File: src/design/avimjw_pkg.sv
// Shared types, command codes, FourCC words and resolution tables
// for the AVI Motion-JPEG container writer. No dependencies.
`default_nettype none

package avimjw_pkg;

	localparam int HEADER_RESERVE_DEF = 512;

	// step counter covers the 56 header words and the zero-fill runs
	localparam int STEP_W    = 6;
	localparam int HDR_WORDS = 56;

	localparam logic [1:0] CMD_START    = 2'd0;
	localparam logic [1:0] CMD_HEADER   = 2'd1;
	localparam logic [1:0] CMD_DATA     = 2'd2;
	localparam logic [1:0] CMD_FINALIZE = 2'd3;

	localparam logic [31:0] FCC_RIFF = 32'h4646_4952;
	localparam logic [31:0] FCC_AVI  = 32'h2049_5641;
	localparam logic [31:0] FCC_LIST = 32'h5453_494C;
	localparam logic [31:0] FCC_HDRL = 32'h6C72_6468;
	localparam logic [31:0] FCC_AVIH = 32'h6869_7661;
	localparam logic [31:0] FCC_STRL = 32'h6C72_7473;
	localparam logic [31:0] FCC_STRH = 32'h6872_7473;
	localparam logic [31:0] FCC_VIDS = 32'h7364_6976;
	localparam logic [31:0] FCC_MJPG = 32'h4750_4A4D;
	localparam logic [31:0] FCC_STRF = 32'h6672_7473;
	localparam logic [31:0] FCC_MOVI = 32'h6976_6F6D;
	localparam logic [31:0] FCC_00DC = 32'h6364_3030;

	localparam logic [31:0] US_PER_FRAME = 32'(1000000 / 30);
	localparam logic [31:0] HDRL_SIZE    = 32'd192;
	localparam logic [31:0] STRL_SIZE    = 32'd116;
	localparam logic [31:0] AVIH_SIZE    = 32'd56;
	localparam logic [31:0] STRF_SIZE    = 32'd40;
	localparam logic [31:0] FRAME_RATE   = 32'd30;
	localparam logic [31:0] PLANES_BPP   = 32'h0018_0001;
	// riff size = 4 + (8 + hdrl) + 8 + movi, movi = total + 4
	localparam logic [31:0] RIFF_EXTRA   = 32'd216;
	localparam logic [31:0] MOVI_EXTRA   = 32'd4;

	typedef struct packed {
		logic [1:0]  command;
		logic [23:0] frame_length;
		logic [31:0] data_word;
		logic [2:0]  data_bytes;
		logic        frame_end;
	} in_word_t;

	typedef struct packed {
		logic [31:0] write_offset;
		logic [31:0] write_data;
		logic [9:0]  byte_count;
		logic        zero_fill;
		logic        last_of_run;
	} out_word_t;

	// controller -> datapath
	typedef struct packed {
		logic              load;
		logic              advance;
		logic [STEP_W-1:0] step;
	} dp_cmd_t;

	// datapath -> controller
	typedef struct packed {
		logic out_free;
		logic step_emits;
		logic step_last;
	} dp_status_t;

	function automatic logic [10:0] res_width(input logic [2:0] sel);
		logic [10:0] w;
		unique case (sel)
			3'd0:    w = 11'd160;
			3'd1:    w = 11'd320;
			3'd2:    w = 11'd400;
			3'd4:    w = 11'd800;
			3'd5:    w = 11'd1024;
			default: w = 11'd640;
		endcase
		return w;
	endfunction

	function automatic logic [9:0] res_height(input logic [2:0] sel);
		logic [9:0] h;
		unique case (sel)
			3'd0:    h = 10'd120;
			3'd1:    h = 10'd240;
			3'd2:    h = 10'd296;
			3'd4:    h = 10'd600;
			3'd5:    h = 10'd768;
			default: h = 10'd480;
		endcase
		return h;
	endfunction

	// width * height * 3
	function automatic logic [31:0] res_image_bytes(input logic [2:0] sel);
		logic [31:0] b;
		unique case (sel)
			3'd0:    b = 32'd57600;
			3'd1:    b = 32'd230400;
			3'd2:    b = 32'd355200;
			3'd4:    b = 32'd1440000;
			3'd5:    b = 32'd2359296;
			default: b = 32'd921600;
		endcase
		return b;
	endfunction

endpackage

`default_nettype wire

File: src/design/avimjw_ctrl.sv
// Step sequencer for the container writer: takes input words and walks
// the result steps of each. Depends on avimjw_pkg.
`default_nettype none

module avimjw_ctrl (
	input  wire                      clk,
	input  wire                      arst_n,
	input  wire                      in_valid,
	output logic                     in_stall,
	input  avimjw_pkg::dp_status_t   status,
	output avimjw_pkg::dp_cmd_t      cmd
);

	localparam logic ST_IDLE = 1'b0;
	localparam logic ST_RUN  = 1'b1;

	logic                          state_q;
	logic [avimjw_pkg::STEP_W-1:0] step_q;
	logic                          go;
	logic                          done;
	logic                          accept;

	assign go     = (state_q == ST_RUN) && (!status.step_emits || status.out_free);
	assign done   = go && status.step_last;
	assign in_stall = !((state_q == ST_IDLE) || done);
	assign accept = in_valid && !in_stall;

	assign cmd.load    = accept;
	assign cmd.advance = go;
	assign cmd.step    = step_q;

	always_ff @(posedge clk or negedge arst_n) begin
		if (!arst_n) begin
			state_q <= ST_IDLE;
			step_q  <= '0;
		end else begin
			priority if (accept) begin
				state_q <= ST_RUN;
				step_q  <= '0;
			end else if (done) begin
				state_q <= ST_IDLE;
				step_q  <= '0;
			end else if (go) begin
				step_q <= step_q + 1'b1;
			end
		end
	end

	a_step_range: assert property (@(posedge clk) disable iff (!arst_n)
		(state_q == ST_RUN) |-> (step_q < avimjw_pkg::STEP_W'(avimjw_pkg::HDR_WORDS)))
		else $error("step counter beyond header length");

	a_load_restarts: assert property (@(posedge clk) disable iff (!arst_n)
		accept |=> (state_q == ST_RUN) && (step_q == '0))
		else $error("accepted word did not start at step 0");

	a_step_advance: assert property (@(posedge clk) disable iff (!arst_n)
		(go && !status.step_last) |=> (step_q == $past(step_q) + 1'b1))
		else $error("step did not advance");

endmodule

`default_nettype wire

File: src/design/avimjw_dp.sv
// Datapath: item register, file counters, resolution register, header
// word mux and the output register. Depends on avimjw_pkg.
`default_nettype none

module avimjw_dp #(
	parameter int HEADER_RESERVE = avimjw_pkg::HEADER_RESERVE_DEF
) (
	input  wire                      clk,
	input  wire                      arst_n,
	input  wire                      resolution_select_wr_en,
	input  wire  [2:0]               resolution_select,
	input  avimjw_pkg::in_word_t     in_word,
	output logic                     out_valid,
	input  wire                      out_stall,
	output avimjw_pkg::out_word_t    out_word,
	input  avimjw_pkg::dp_cmd_t      cmd,
	output avimjw_pkg::dp_status_t   status
);

	localparam int NRUNS    = (HEADER_RESERVE + 511) / 512;
	localparam int LAST_RUN = HEADER_RESERVE - 512 * (NRUNS - 1);
	localparam int SW       = avimjw_pkg::STEP_W;

	avimjw_pkg::in_word_t  item_q;
	avimjw_pkg::out_word_t out_q;
	logic                  out_valid_q;
	logic [2:0]            res_sel_q;
	logic [2:0]            lat_res_q;
	logic                  active_q;
	logic                  odd_q;
	logic [31:0]           next_off_q;
	logic [31:0]           total_q;
	logic [31:0]           frames_q;

	logic [2:0]            nb;
	logic [31:0]           data_masked;
	logic                  has_data;
	logic                  has_pad;
	logic                  emits;
	logic                  last;
	logic                  out_free;
	logic [31:0]           hdr_word;
	logic [31:0]           riff_size;
	logic [31:0]           movi_size;
	logic [10:0]           img_w;
	logic [9:0]            img_h;
	avimjw_pkg::out_word_t res_w;

	assign out_free = !out_valid_q || !out_stall;
	assign nb       = (item_q.data_bytes > 3'd4) ? 3'd4 : item_q.data_bytes;
	assign has_data = (nb != 3'd0);
	assign has_pad  = item_q.frame_end && odd_q;

	always_comb begin
		unique case (nb)
			3'd1:    data_masked = {24'd0, item_q.data_word[7:0]};
			3'd2:    data_masked = {16'd0, item_q.data_word[15:0]};
			3'd3:    data_masked = {8'd0, item_q.data_word[23:0]};
			3'd4:    data_masked = item_q.data_word;
			default: data_masked = 32'd0;
		endcase
	end

	// which steps produce a word, and which step ends the item
	always_comb begin
		emits = 1'b0;
		last  = 1'b1;
		unique case (item_q.command)
			avimjw_pkg::CMD_START: begin
				emits = 1'b1;
				last  = (cmd.step == SW'(NRUNS - 1));
			end
			avimjw_pkg::CMD_HEADER: begin
				emits = active_q;
				last  = !active_q || (cmd.step == SW'(1));
			end
			avimjw_pkg::CMD_DATA: begin
				if (!active_q) begin
					emits = 1'b0;
					last  = 1'b1;
				end else if (cmd.step == '0) begin
					emits = has_data;
					last  = !has_pad;
				end else begin
					emits = has_pad;
					last  = 1'b1;
				end
			end
			avimjw_pkg::CMD_FINALIZE: begin
				emits = active_q;
				last  = !active_q ||
					(cmd.step == SW'(avimjw_pkg::HDR_WORDS - 1));
			end
		endcase
	end

	assign status.out_free   = out_free;
	assign status.step_emits = emits;
	assign status.step_last  = last;

	assign img_w     = avimjw_pkg::res_width(lat_res_q);
	assign img_h     = avimjw_pkg::res_height(lat_res_q);
	assign riff_size = total_q + avimjw_pkg::RIFF_EXTRA;
	assign movi_size = total_q + avimjw_pkg::MOVI_EXTRA;

	always_comb begin
		unique case (cmd.step)
			SW'(0):  hdr_word = avimjw_pkg::FCC_RIFF;
			SW'(1):  hdr_word = riff_size;
			SW'(2):  hdr_word = avimjw_pkg::FCC_AVI;
			SW'(3):  hdr_word = avimjw_pkg::FCC_LIST;
			SW'(4):  hdr_word = avimjw_pkg::HDRL_SIZE;
			SW'(5):  hdr_word = avimjw_pkg::FCC_HDRL;
			SW'(6):  hdr_word = avimjw_pkg::FCC_AVIH;
			SW'(7):  hdr_word = avimjw_pkg::AVIH_SIZE;
			SW'(8):  hdr_word = avimjw_pkg::US_PER_FRAME;
			SW'(12): hdr_word = frames_q;
			SW'(14): hdr_word = 32'd1;
			SW'(16): hdr_word = {21'd0, img_w};
			SW'(17): hdr_word = {22'd0, img_h};
			SW'(22): hdr_word = avimjw_pkg::FCC_LIST;
			SW'(23): hdr_word = avimjw_pkg::STRL_SIZE;
			SW'(24): hdr_word = avimjw_pkg::FCC_STRL;
			SW'(25): hdr_word = avimjw_pkg::FCC_STRH;
			SW'(26): hdr_word = avimjw_pkg::AVIH_SIZE;
			SW'(27): hdr_word = avimjw_pkg::FCC_VIDS;
			SW'(28): hdr_word = avimjw_pkg::FCC_MJPG;
			SW'(32): hdr_word = 32'd1;
			SW'(33): hdr_word = avimjw_pkg::FRAME_RATE;
			SW'(35): hdr_word = frames_q;
			SW'(40): hdr_word = {6'd0, img_h, 5'd0, img_w};
			SW'(41): hdr_word = avimjw_pkg::FCC_STRF;
			SW'(42): hdr_word = avimjw_pkg::STRF_SIZE;
			SW'(43): hdr_word = avimjw_pkg::STRF_SIZE;
			SW'(44): hdr_word = {21'd0, img_w};
			SW'(45): hdr_word = {22'd0, img_h};
			SW'(46): hdr_word = avimjw_pkg::PLANES_BPP;
			SW'(47): hdr_word = avimjw_pkg::FCC_MJPG;
			SW'(48): hdr_word = avimjw_pkg::res_image_bytes(lat_res_q);
			SW'(53): hdr_word = avimjw_pkg::FCC_LIST;
			SW'(54): hdr_word = movi_size;
			SW'(55): hdr_word = avimjw_pkg::FCC_MOVI;
			default: hdr_word = 32'd0;
		endcase
	end

	// result word for the current step
	always_comb begin
		res_w.write_offset = next_off_q;
		res_w.write_data   = 32'd0;
		res_w.byte_count   = 10'd4;
		res_w.zero_fill    = 1'b0;
		res_w.last_of_run  = last;
		unique case (item_q.command)
			avimjw_pkg::CMD_START: begin
				res_w.write_offset = {{(32 - SW - 9){1'b0}}, cmd.step, 9'd0};
				res_w.byte_count   = last ? 10'(LAST_RUN) : 10'd512;
				res_w.zero_fill    = 1'b1;
			end
			avimjw_pkg::CMD_HEADER: begin
				res_w.write_data = (cmd.step == '0) ? avimjw_pkg::FCC_00DC
					: {8'd0, item_q.frame_length};
			end
			avimjw_pkg::CMD_DATA: begin
				if (cmd.step == '0) begin
					res_w.write_data = data_masked;
					res_w.byte_count = {7'd0, nb};
				end else begin
					res_w.byte_count = 10'd1;
					res_w.zero_fill  = 1'b1;
				end
			end
			avimjw_pkg::CMD_FINALIZE: begin
				res_w.write_offset = {{(32 - SW - 2){1'b0}}, cmd.step, 2'd0};
				res_w.write_data   = hdr_word;
			end
		endcase
	end

	always_ff @(posedge clk) begin
		if (cmd.load)
			item_q <= in_word;
		if (cmd.advance && emits)
			out_q <= res_w;
	end

	always_ff @(posedge clk or negedge arst_n) begin
		if (!arst_n) begin
			out_valid_q <= 1'b0;
			res_sel_q   <= 3'd3;
			lat_res_q   <= 3'd3;
			active_q    <= 1'b0;
			odd_q       <= 1'b0;
			next_off_q  <= '0;
			total_q     <= '0;
			frames_q    <= '0;
		end else begin
			if (resolution_select_wr_en)
				res_sel_q <= resolution_select;

			if (cmd.advance && emits)
				out_valid_q <= 1'b1;
			else if (!out_stall)
				out_valid_q <= 1'b0;

			if (cmd.advance) begin
				unique case (item_q.command)
					avimjw_pkg::CMD_START: begin
						active_q   <= 1'b1;
						next_off_q <= 32'(HEADER_RESERVE);
						total_q    <= '0;
						frames_q   <= '0;
						odd_q      <= 1'b0;
						lat_res_q  <= res_sel_q;
					end
					avimjw_pkg::CMD_HEADER: begin
						if (active_q) begin
							next_off_q <= next_off_q + 32'd4;
							if (cmd.step != '0) begin
								odd_q    <= item_q.frame_length[0];
								total_q  <= total_q + {8'd0, item_q.frame_length}
									+ 32'd8 + {31'd0, item_q.frame_length[0]};
								frames_q <= frames_q + 32'd1;
							end
						end
					end
					avimjw_pkg::CMD_DATA: begin
						if (active_q) begin
							if (cmd.step == '0)
								next_off_q <= next_off_q + {29'd0, nb};
							else
								next_off_q <= next_off_q + 32'd1;
							if (last && item_q.frame_end)
								odd_q <= 1'b0;
						end
					end
					avimjw_pkg::CMD_FINALIZE: begin
						if (active_q && last)
							active_q <= 1'b0;
					end
				endcase
			end
		end
	end

	assign out_valid = out_valid_q;
	assign out_word  = out_q;

	a_no_overwrite: assert property (@(posedge clk) disable iff (!arst_n)
		(cmd.advance && emits) |-> out_free)
		else $error("output register overwritten while held");

	a_start_arms: assert property (@(posedge clk) disable iff (!arst_n)
		(cmd.advance && item_q.command == avimjw_pkg::CMD_START) |=> active_q)
		else $error("start did not open the file");

	a_pad_needs_odd: assert property (@(posedge clk) disable iff (!arst_n)
		(cmd.advance && emits && item_q.command == avimjw_pkg::CMD_DATA
			&& cmd.step != '0) |-> odd_q)
		else $error("pad byte on an even frame");

endmodule

`default_nettype wire

File: src/design/avi_mjpeg_container_writer_top.sv
// Top level of the AVI Motion-JPEG container writer: sequencer plus
// datapath. Depends on avimjw_pkg, avimjw_ctrl and avimjw_dp.
`default_nettype none

//  channel   direction  handshake            word
//  in        sink       in_valid / in_stall   avimjw_pkg::in_word_t
//  out       source     out_valid / out_stall avimjw_pkg::out_word_t
//  config    sink       resolution_select_wr_en resolution_select[2:0]
//
//  Cycles: at most one result word per clock while out is not stalled. A data
//  word gives its data bytes (plus a pad byte at the end of an odd frame), a frame
//  header two words, start ceil(HEADER_RESERVE/512) zero-fill runs, finalize 56
//  header words. A new word is taken in the cycle of the current one's last step.
//  Reset: arst_n asynchronous, active low; no memory, no clearing pass.
//  Stalls: out_stall holds the output register and reaches in_stall directly.

module avi_mjpeg_container_writer_top #(
	parameter int HEADER_RESERVE = avimjw_pkg::HEADER_RESERVE_DEF
) (
	input  wire                      clk,
	input  wire                      arst_n,
	input  wire                      resolution_select_wr_en,
	input  wire  [2:0]               resolution_select,
	input  wire                      in_valid,
	output logic                     in_stall,
	input  avimjw_pkg::in_word_t     in_word,
	output logic                     out_valid,
	input  wire                      out_stall,
	output avimjw_pkg::out_word_t    out_word
);

	// step commands go down, emit/last/free status comes back
	avimjw_pkg::dp_cmd_t    dp_cmd;
	avimjw_pkg::dp_status_t dp_status;

	avimjw_ctrl u_ctrl (
		.clk      (clk),
		.arst_n   (arst_n),
		.in_valid (in_valid),
		.in_stall (in_stall),
		.status   (dp_status),
		.cmd      (dp_cmd)
	);

	avimjw_dp #(
		.HEADER_RESERVE (HEADER_RESERVE)
	) u_dp (
		.clk                     (clk),
		.arst_n                  (arst_n),
		.resolution_select_wr_en (resolution_select_wr_en),
		.resolution_select       (resolution_select),
		.in_word                 (in_word),
		.out_valid               (out_valid),
		.out_stall               (out_stall),
		.out_word                (out_word),
		.cmd                     (dp_cmd),
		.status                  (dp_status)
	);

endmodule

`default_nettype wire
File: config.mk
export PLATFORM = sky130hd
export DESIGN_NAME = avi_mjpeg_container_writer_top
export DESIGN_NICKNAME = d
export VERILOG_FILES = /design/src/design/avimjw_pkg.sv /design/src/design/avimjw_ctrl.sv /design/src/design/avimjw_dp.sv /design/src/design/avi_mjpeg_container_writer_top.sv
export SDC_FILE = /design/constraint.sdc
export NUM_CORES = 1
export LEC_CHECK = 0
export BUFFER_PORTS_ARGS = -buffer_cell sky130_fd_sc_hd__buf_2
export CORE_UTILIZATION = 50
export CTS_CLUSTER_DIAMETER = 50
export DETAILED_ROUTE_END_ITERATION = 16
export PLACE_DENSITY = 0.69
export SYNTH_ARGS = -nofsm -noshare
export SYNTH_HDL_FRONTEND = slang
export SYNTH_SLANG_ARGS = --single-unit
File: constraint.sdc
create_clock -name clk -period 8.8 [get_ports clk]
set_input_delay 1.32 -clock clk [delete_from_list [all_inputs] [get_ports clk]]
set_output_delay 1.32 -clock clk [all_outputs]
set_load 0.02 [all_outputs]
======== Word level (Yosys, flattened, before mapping) ========
Index checks and enable logic that the tools add are counted.
word-level totals
  bits in latches ......................... 0
  output and inout bits ................... 78
  register bits after elaboration ......... 250
  memory bits (writable) .................. 0
  logic and storage cells ................. 168
  bits in read-only memories .............. 0
  memories ................................ 0
  input port bits ......................... 70
cells by class
  shifts and indexed selects .............. 0
  div/mod/pow operators ................... 0
  order comparisons ....................... 1
  reduce and logical (&&, ||, !) cells .... 42
  mux-type cells .......................... 43
  multiply operators ...................... 0
  equal/unequal tests ..................... 51
  add/sub/neg operators ................... 10
  bitwise logic cells ..................... 1
operators by type and width
  cell                                                  number
  case mux 32 bit (26 select lines)                     1
  2-to-1 mux 32 bit                                     8
  case mux 32 bit (2 select lines)                      3
  case mux 32 bit (3 select lines)                      2
  case mux 32 bit (4 select lines)                      1
  case mux 22 bit (5 select lines)                      1
  equality test 6 bit (second input constant)           15
  adder 32 x 1 -> 32 bit (second input constant)        2
  adder 32 x 3 -> 32 bit (second input constant)        2
  case mux 11 bit (5 select lines)                      1
  equality test 6 x 5 -> 1 bit (second input constant)  9
  case mux 10 bit (5 select lines)                      1
  adder 32 x 1 -> 32 bit                                1
  adder 32 x 24 -> 32 bit                               1
  adder 32 x 3 -> 32 bit                                1
  adder 32 x 4 -> 32 bit (second input constant)        1
  adder 32 x 8 -> 32 bit (second input constant)        1
  2-to-1 mux 31 bit                                     1
  equality test 6 x 3 -> 1 bit (second input constant)  4
  case mux 11 bit (2 select lines)                      1
  equality test 6 x 4 -> 1 bit (second input constant)  3
  2-to-1 mux 6 bit                                      3
  OR reduction 2 bit                                    8
  2-to-1 mux 1 bit                                      14
  other kinds (29)                                      63

======== Depth between registers and ports, before layout ========
Gate-level depths: netlist of run 1.
  word-level depth ........................ 13
  mapped depth ............................ 16
  depth with buffers taken out ............ 14

======== By module ========
From an unflattened synthesis of run 1, not the netlist that was laid out.
second synthesis, totals
  cell total of the unflattened synthesis .. 1,761
  area total of the unflattened synthesis .. 16,046.6 µm²
by module, submodules not included
  module       times used  cells each  seq. area each (µm²)  area each (µm²)
  avimjw_dp    1           1,708       6,571.3               15,573.7
  avimjw_ctrl  1           53          175.2                 473.0

======== Worst setup path after synthesis of run 1 ========
No wires, ideal clock.
  path kind ............................... reg-to-reg
  from .................................... register u_ctrl.step_q[0] (netlist name)
  to ...................................... register u_dp.out_q (netlist bit u_dp.out_word[0]) (enable)
  period minus slack after synthesis ...... 5.792 ns
  slack ................................... 3.008 ns
  data arrival time ....................... 5.270 ns
  required time ........................... 8.277 ns
  stages on the path, launching flop included .. 8
  buffers on the path ..................... 0
  library setup time ...................... 0.523 ns
  cells stage by stage .................... dfrtp_1 -> inv_1 -> ha_1 -> nor3b_4 -> nand2_1 -> a21oi_1 -> o21ai_0 -> a21oi_1
between the ends
  cells in the longest elaborated chain, start to end .. 8
ends and longest elaborated chain
  item                               line               text
  from (decl)                        avimjw_ctrl.sv:18  logic [avimjw_pkg::STEP_W-1:0] step_q;
  from (signal assigned)             avimjw_ctrl.sv:44  step_q <= step_q + 1'b1;
  logical NOT 6 bit *                avimjw_dp.sv:81    end else if (cmd.step == '0) begin
  2-to-1 mux 1 bit *                 avimjw_dp.sv:81
  2-to-1 mux 1 bit *                 avimjw_dp.sv:78    if (!active_q) begin
  case mux 1 bit (3 select lines) *  avimjw_dp.sv:68    unique case (item_q.command)
  logical NOT 1 bit                  avimjw_ctrl.sv:23  assign go = (state_q == ST_RUN) && (!status.step_emits || status.out_free);
  logical OR 1 bit                   avimjw_ctrl.sv:23
  logical AND 1 bit                  avimjw_ctrl.sv:23
  logical AND 1 bit *                avimjw_dp.sv:183   if (cmd.advance && emits)
  to (signal assigned)               avimjw_dp.sv:184   out_q <= res_w;
  to (decl)                          avimjw_dp.sv:25    avimjw_pkg::out_word_t out_q;
Mark *: on every way between the ends. The rest lies on a longest branch, timed or not.
A chain may end at the register's enable or synchronous reset.

======== Final worst setup path of run 1 ========
  from .................................... register u_ctrl.step_q[0] (netlist name)
  to ...................................... output in_stall
between the ends
  cells in the longest elaborated chain, start to end .. 10
  elaborated cells on any way between the ends .. 17
  those cells by class .................... eq/ne: 2; mux: 6; reduce/logical: 9
ends and longest elaborated chain
  item                             line                                  text
  logical NOT 6 bit                avimjw_dp.sv:71, avimjw_dp.sv:81
  2-to-1 mux 1 bit                 avimjw_dp.sv:81
  2-to-1 mux 1 bit                 avimjw_dp.sv:78
  case mux 1 bit (3 select lines)  avimjw_dp.sv:68
  logical NOT 1 bit                avimjw_ctrl.sv:23
  logical OR 1 bit                 avimjw_ctrl.sv:23
  logical AND 1 bit                avimjw_ctrl.sv:23
  logical AND 1 bit *              avimjw_ctrl.sv:24                     assign done = go && status.step_last;
  logical OR 1 bit *               avimjw_ctrl.sv:25                     assign in_stall = !((state_q == ST_IDLE) || done);
  logical NOT 1 bit *              avimjw_ctrl.sv:25
  to (decl)                        avi_mjpeg_container_writer_top.sv:25  output logic in_stall,
Marked as above.

==> impl_metrics.tcl, run 1 <==
set metrics [dict create \
    relSlewSlack_pct 32.0 \
    cts_root_buffer "clkbuf_16" \
    hold_viol_final 0 \
    cp_cell_sequence "inv_1 -> ha_1 -> nor3b_4 -> a31oi_1 -> a22oi_4 -> and2_1 -> nand3_1 -> and2_1 -> buf_2" \
    power_per_cell_area_nw_per_um2 329 \
    die_y_um 179 \
    grt_max_degree 66 \
    drt_iter0_drc 1646 \
    syn_inst 1697 \
    cpPeakStageDelay_ps 560 \
    crit_required_ps 7480 \
    avgRoutedWirePerCell_um 23.2 \
    layout_min_cycle_time_ps 4880 \
    cts_max_path_buffers 3 \
    start_kind "flip-flop" \
    worst_setup_path_end_kind "output port" \
    timing.critical_path.from "u_ctrl.step_q[0]$_DFFE_PN0P_" \
    core_area_um2 30700 \
    utilization_pct 57.0 \
    power_uw 5750 \
    overflow 0 \
    timing.setup.tns_ps 0 \
    grt_usage_pct 31.9 \
    place.gp.congestion 0.966 \
    synth_edf_count 132 \
    vias 14400 \
    cts_made_buffers 30 \
    worstReg2RegStart "u_ctrl.step_q[0]$_DFFE_PN0P_" \
    crit_slowest_cell "ha_1" \
    clk_pin_slew_ps 60 \
    num_antenna_cells 0 \
    drc_errors 0 \
    grt_first_pass_wirelength_um 77800 \
    synth_area_leader_cell "edfxtp_1" \
    dp_hpwl_um 36700 \
    synthFlopType "edfxtp_1" \
    worst_ep_arrival_time_ps 3560 \
    setup_viol 0 \
    p_leak_uw 0.00674 \
    final_layout_size_suffix_gt1_share_pct 13.8 \
    cts_sinks 243 \
    maxCapViolCount 0 \
    drv_slew 0 \
    htreeDepth 1 \
    seq_area_frac_synth_pct 43.3 \
    async_flop_share_pct 45.7 \
    period_share_pct 55.4 \
    drt.antenna.violating_nets 0 \
    ir_worst_vdd_mv 0.188 \
    register_area_um2 6750 \
    start_util_pct 50.8 \
    port_buffers 141 \
    synth.cell_area_um2 15600 \
    ys_ff_latch 243 \
    synth_warnings 0 \
    critPathMostFrequentCell "and2_1" \
    outcome "complete, no violations" \
    rsz0062_at_grt "no" \
    multi_input_area_um2 8240 \
    fillers 2746 \
    io_pins 148 \
    worst_pin_slew_ps 1020 \
    synthTopCellsByCount "nand2_1, o21ai_0, edfxtp_1" \
    synth_area_leaders "edfxtp_1, dfrtp_1, ha_1" \
    grt_pass1_vias 13200 \
    die-area_um2 31900 \
    hold_class "reg -> reg" \
    antenna_found_initial 0 \
    area_growth_pct 12.2 \
    synth_top_area_share_pct 25.4 \
    drt-total-wl_um 50800 \
    avgSynthCellArea_um2 9.19 \
    vias_per_cell 6.59 \
    cts-resized-gates 0 \
    hold_path_startpoint "u_dp.res_sel_q[2]$_DFFE_PN0P_" \
    max_freq_mhz 205 \
    cts_setup_buffers 0 \
    ctsHoldBuffers 0 \
    worstPathMaxFanout 16 \
    synth.most_common_cell "nand2_1" \
    ys_types 91 \
    clk_latency_ps 580 \
    critPathKind "reg -> out" \
    fin_skew_ps 29.7 \
    dr.pass1.iters 9 \
    fin_nets 1907 \
    tritoncts "yes" \
    die_x_um 179 \
    num_rows 64 \
]
path summary, 6_finish.rpt:
| check | to | slack [ps] | cells after the start |
|---|---|---|---|
| min in group asynchronous | u_dp.frames_q[29]$_DFFE_PN0P_ | 780 | 1 |
| max in group asynchronous | u_dp.total_q[1]$_DFFE_PN0P_ | 6690 | 2 |
| min | u_dp.lat_res_q[2]$_DFFE_PN0P_ | 520 | 1 |
| max | in_stall | 3920 | 9 |
| min reg2reg | u_dp.lat_res_q[2]$_DFFE_PN0P_ | 520 | 1 |
| max reg2reg | u_dp.out_word[17]$_SDFFCE_PN0P_ | 4010 | 8 |
stage by stage:
stage	hold WS (ps)	worst slack (ps)	instance area (um^2)	cells
detailed placement	509	4120	16500	2136
global route	548	3760	17500	2191
global placement	505	4300	16500	2136
finish	524	3920	17500	2191
CTS	528	3970	17500	2191
floorplan	470	3010	15600	1702
registers in the layout, indices dropped and copies added, names as in the netlist, 3 cells and up:
signal,flops
u_dp.next_off_q,32
u_dp.lat_res_q,3
u_dp.frames_q,32
u_dp.item_q,62
u_ctrl.step_q,6
u_dp.total_q,31
u_dp.out_word,70
u_dp.res_sel_q,3
layer usage:
layer | vias to the layer above | wire length, um | GRT usage (%)
met3 | 119 | 3930 | 3.71
li1 | 6567 | - | -
met2 | 740 | 23500 | 50.4
met1 | 7009 | 21100 | 44.0
met4 | 0 | 2320 | 14.1
met5 | - | 0 | 0
power breakdown:
part           switching [uW]  internal, uW
clock network             514           739
registers                 323          1640
logic                    1720           807
layout by cell type, fill, tap and decap left out, types with 31 or more instances in the layout:
cell | netlist | final
xnor2_1 | 42 | 42
a21oi_1 | 113 | 110
ha_1 | 62 | 61
edfxtp_1 | 132 | 132
nor3_1 | 42 | 42
and2_1 | 32 | 32
clkbuf_16 | 0 | 31
nand3_1 | 92 | 92
nand4_1 | 33 | 33
o21ai_0 | 147 | 147
buf_2 | 15 | 140
dfrtp_1 | 107 | 107
nand2_1 | 165 | 165
nor2_1 | 114 | 114
inv_1 | 32 | 32
worst max-delay path, delay by kind of cell, from the launching register on:
family / cells / cell delay [ps]
adders and majority gates: 1 / 560
AOI/OAI and AO/OA: 2 / 520
buffers and inverters: 2 / 280
and+or+nand+nor: 4 / 1180
DFF: 1 / 460
area by class of cell:
class / count / share of cell area (%)
Timing Repair Buffer: 163 / 4.99
Tap cell: 396 / 2.83
Sequential cell: 243 / 38.6
Clock buffer: 35 / 4.52
Clock inverter: 20 / 1.22
Inverter: 33 / 0.708
Multi-Input combinational cell: 1301 / 47.1
cell families after synthesis:
kind of cell / synth area share, %
simple gates: 19.6
compound gates: 22.8
flops: 43.3
buf+inv: 4.17
xor+xnor: 3.82
fa+ha+maj: 5.36
mux: 0.955
other cells: 0.0241
(Power assumes the default switching activity.)
==> run 2, diff against run 1 <==
==> constraint.sdc (replaced) <==
create_clock -name clk -period 5 [get_ports clk]
set_input_delay 0.75 -clock clk [delete_from_list [all_inputs] [get_ports clk]]
set_output_delay 0.75 -clock clk [all_outputs]
set_load 0.02 [all_outputs]
==> run 2 against run 1 <==
  * Clock power is 100% higher
  * Sequential power grew 76%
  * Global-route usage is 0.28 points higher
  * Critical endpoint is now u_dp.next_off_q[16]$_DFFE_PN0P_
  * Highest routed layer unchanged
==> impl_metrics.tcl, run 2 (synthesized netlist as in run 1, its figures left out) <==
set metrics [dict create \
    vias 14500 \
    period_share_pct 82.6 \
    fin_nets 1925 \
    rsz0062_at_grt "no" \
    io_pins 148 \
    grt_max_degree 63 \
    die-area_um2 31900 \
    cpPeakStageDelay_ps 660 \
    power_per_cell_area_nw_per_um2 590 \
    place.gp.congestion 0.985 \
    drc_errors 0 \
    num_rows 64 \
    crit_required_ps 5420 \
    drt_iter0_drc 1696 \
    overflow 0 \
    timing.setup.tns_ps 0 \
    p_leak_uw 0.00690 \
    port_buffers 141 \
    cp_cell_sequence "inv_1 -> ha_1 -> nor3b_4 -> and2_1 -> o21ai_0 -> ha_1 -> fa_1 -> a21o_1 -> nand3_1 -> nor3_1 -> a22oi_1 -> nor2_1 -> a31oi_1 -> nor2_1" \
    drv_slew 0 \
    final_layout_size_suffix_gt1_share_pct 15.0 \
    dpl.cell_count 2150 \
    die_y_um 179 \
    cts_sinks 243 \
    layout_min_cycle_time_ps 4130 \
    max_freq_mhz 242 \
    grt_usage_pct 32.2 \
    largest_reg_flops 70 \
    worst_ep_arrival_time_ps 4540 \
    outcome "complete, no violations" \
    maxCapViolCount 0 \
    cts_max_path_buffers 3 \
    final_cell_mix "nand2_1, o21ai_0, buf_2, edfxtp_1, nor2_1" \
    vias_per_cell 6.56 \
    htreeDepth 2 \
    final_cells 2212 \
    drt-total-wl_um 51600 \
    clk_pin_slew_ps 60 \
    start_kind "flip-flop" \
    cts_root_buffer "clkbuf_16" \
    critPathKind "reg -> reg" \
    ir_worst_vdd_mv 0.451 \
    grt_first_pass_wirelength_um 78300 \
    worstPathMaxFanout 16 \
    crit_slowest_cell "and2_1" \
    relSlewSlack_pct 32.1 \
    fin_skew_ps 24.2 \
    timing.critical_path.max_delay_family "simple AND/OR/NAND/NOR gates" \
    setup_viol 0 \
    avgRoutedWirePerCell_um 23.3 \
    hold_class "in -> async" \
    dr.pass1.iters 5 \
    worst_pin_slew_ps 1010 \
    die_x_um 179 \
    start_util_pct 50.8 \
    clk_latency_ps 530 \
    core_area_um2 30700 \
    cts_setup_buffers 0 \
    ff2ff_setup_slack_ps 870 \
    path_buf_inv 1 \
    hold_viol_final 0 \
    dp_hpwl_um 37400 \
    antenna_found_initial 1 \
    cts_made_buffers 34 \
    area_growth_pct 14.1 \
    layout_commonest_cell "nand2_1" \
    grt_pass1_vias 13300 \
    worst_setup_path_end_kind "flip-flop" \
    drt.antenna.violating_nets 0 \
    tritoncts "yes" \
    ctsHoldBuffers 0 \
    cts-resized-gates 0 \
]
[run 2: layout make-up]
type | instances | area [um^2]
Fill cell | 2674 | 12900
Inverter | 33 | 124
Clock inverter | 18 | 246
Timing Repair Buffer | 177 | 991
Antenna cell | 1 | 2.50
Sequential cell | 243 | 6750
Tap cell | 396 | 495
Multi-Input combinational cell | 1301 | 8240
Clock buffer | 43 | 936
[run 2: worst register-to-register path, cell delays in order (launching register included)]
cell and delay, ps:
dfrtp_1 460, inv_1 120, ha_1 180, nor3b_4 430, and2_1 660, o21ai_0 290, ha_1 290, fa_1 410
a21o_1 210, nand3_1 210, nor3_1 170, a22oi_1 170, nor2_1 120, a31oi_1 240, nor2_1 60
[run 2: layer usage]
layer  share of wire (%)  global-route usage [%]
met1                  41                    43.7
met2                  46                    51.2
met3                 8.1                    4.54
met4                 4.8                    14.0
met5                   0                       0
[run 2: final timing paths]
kind,startpoint,endpoint,cells after the start
max in group asynchronous,arst_n,u_dp.total_q[8]$_DFFE_PN0P_,2
max,u_ctrl.step_q[0]$_DFFE_PN0P_,u_dp.next_off_q[16]$_DFFE_PN0P_,14
min reg2reg,u_dp.res_sel_q[2]$_DFFE_PN0P_,u_dp.lat_res_q[2]$_DFFE_PN0P_,1
max reg2reg,u_ctrl.step_q[0]$_DFFE_PN0P_,u_dp.next_off_q[16]$_DFFE_PN0P_,14
min in group clk,in_word[10],u_dp.item_q[10]$_DFFE_PP_,1
min,arst_n,u_dp.frames_q[21]$_DFFE_PN0P_,1
[run 2: through the flow]
stage	power (uW)	hold WS (ps)	setup WS, ps	utilization (%)	instance area, um^2
CTS	10400	324	989	58.0	17800
detailed placement	7880	522	995	54.1	16600
finish	10500	296	872	58.0	17800
floorplan	6380	454	755	-	15600
global placement	7830	511	1200	54.1	16600
global route	11000	354	626	58.0	17800
[run 2: report_power, final]
part	internal, uW	switching (uW)
clock	1560	964
combinational	1470	3040
sequential	2880	580
total	5910	4580
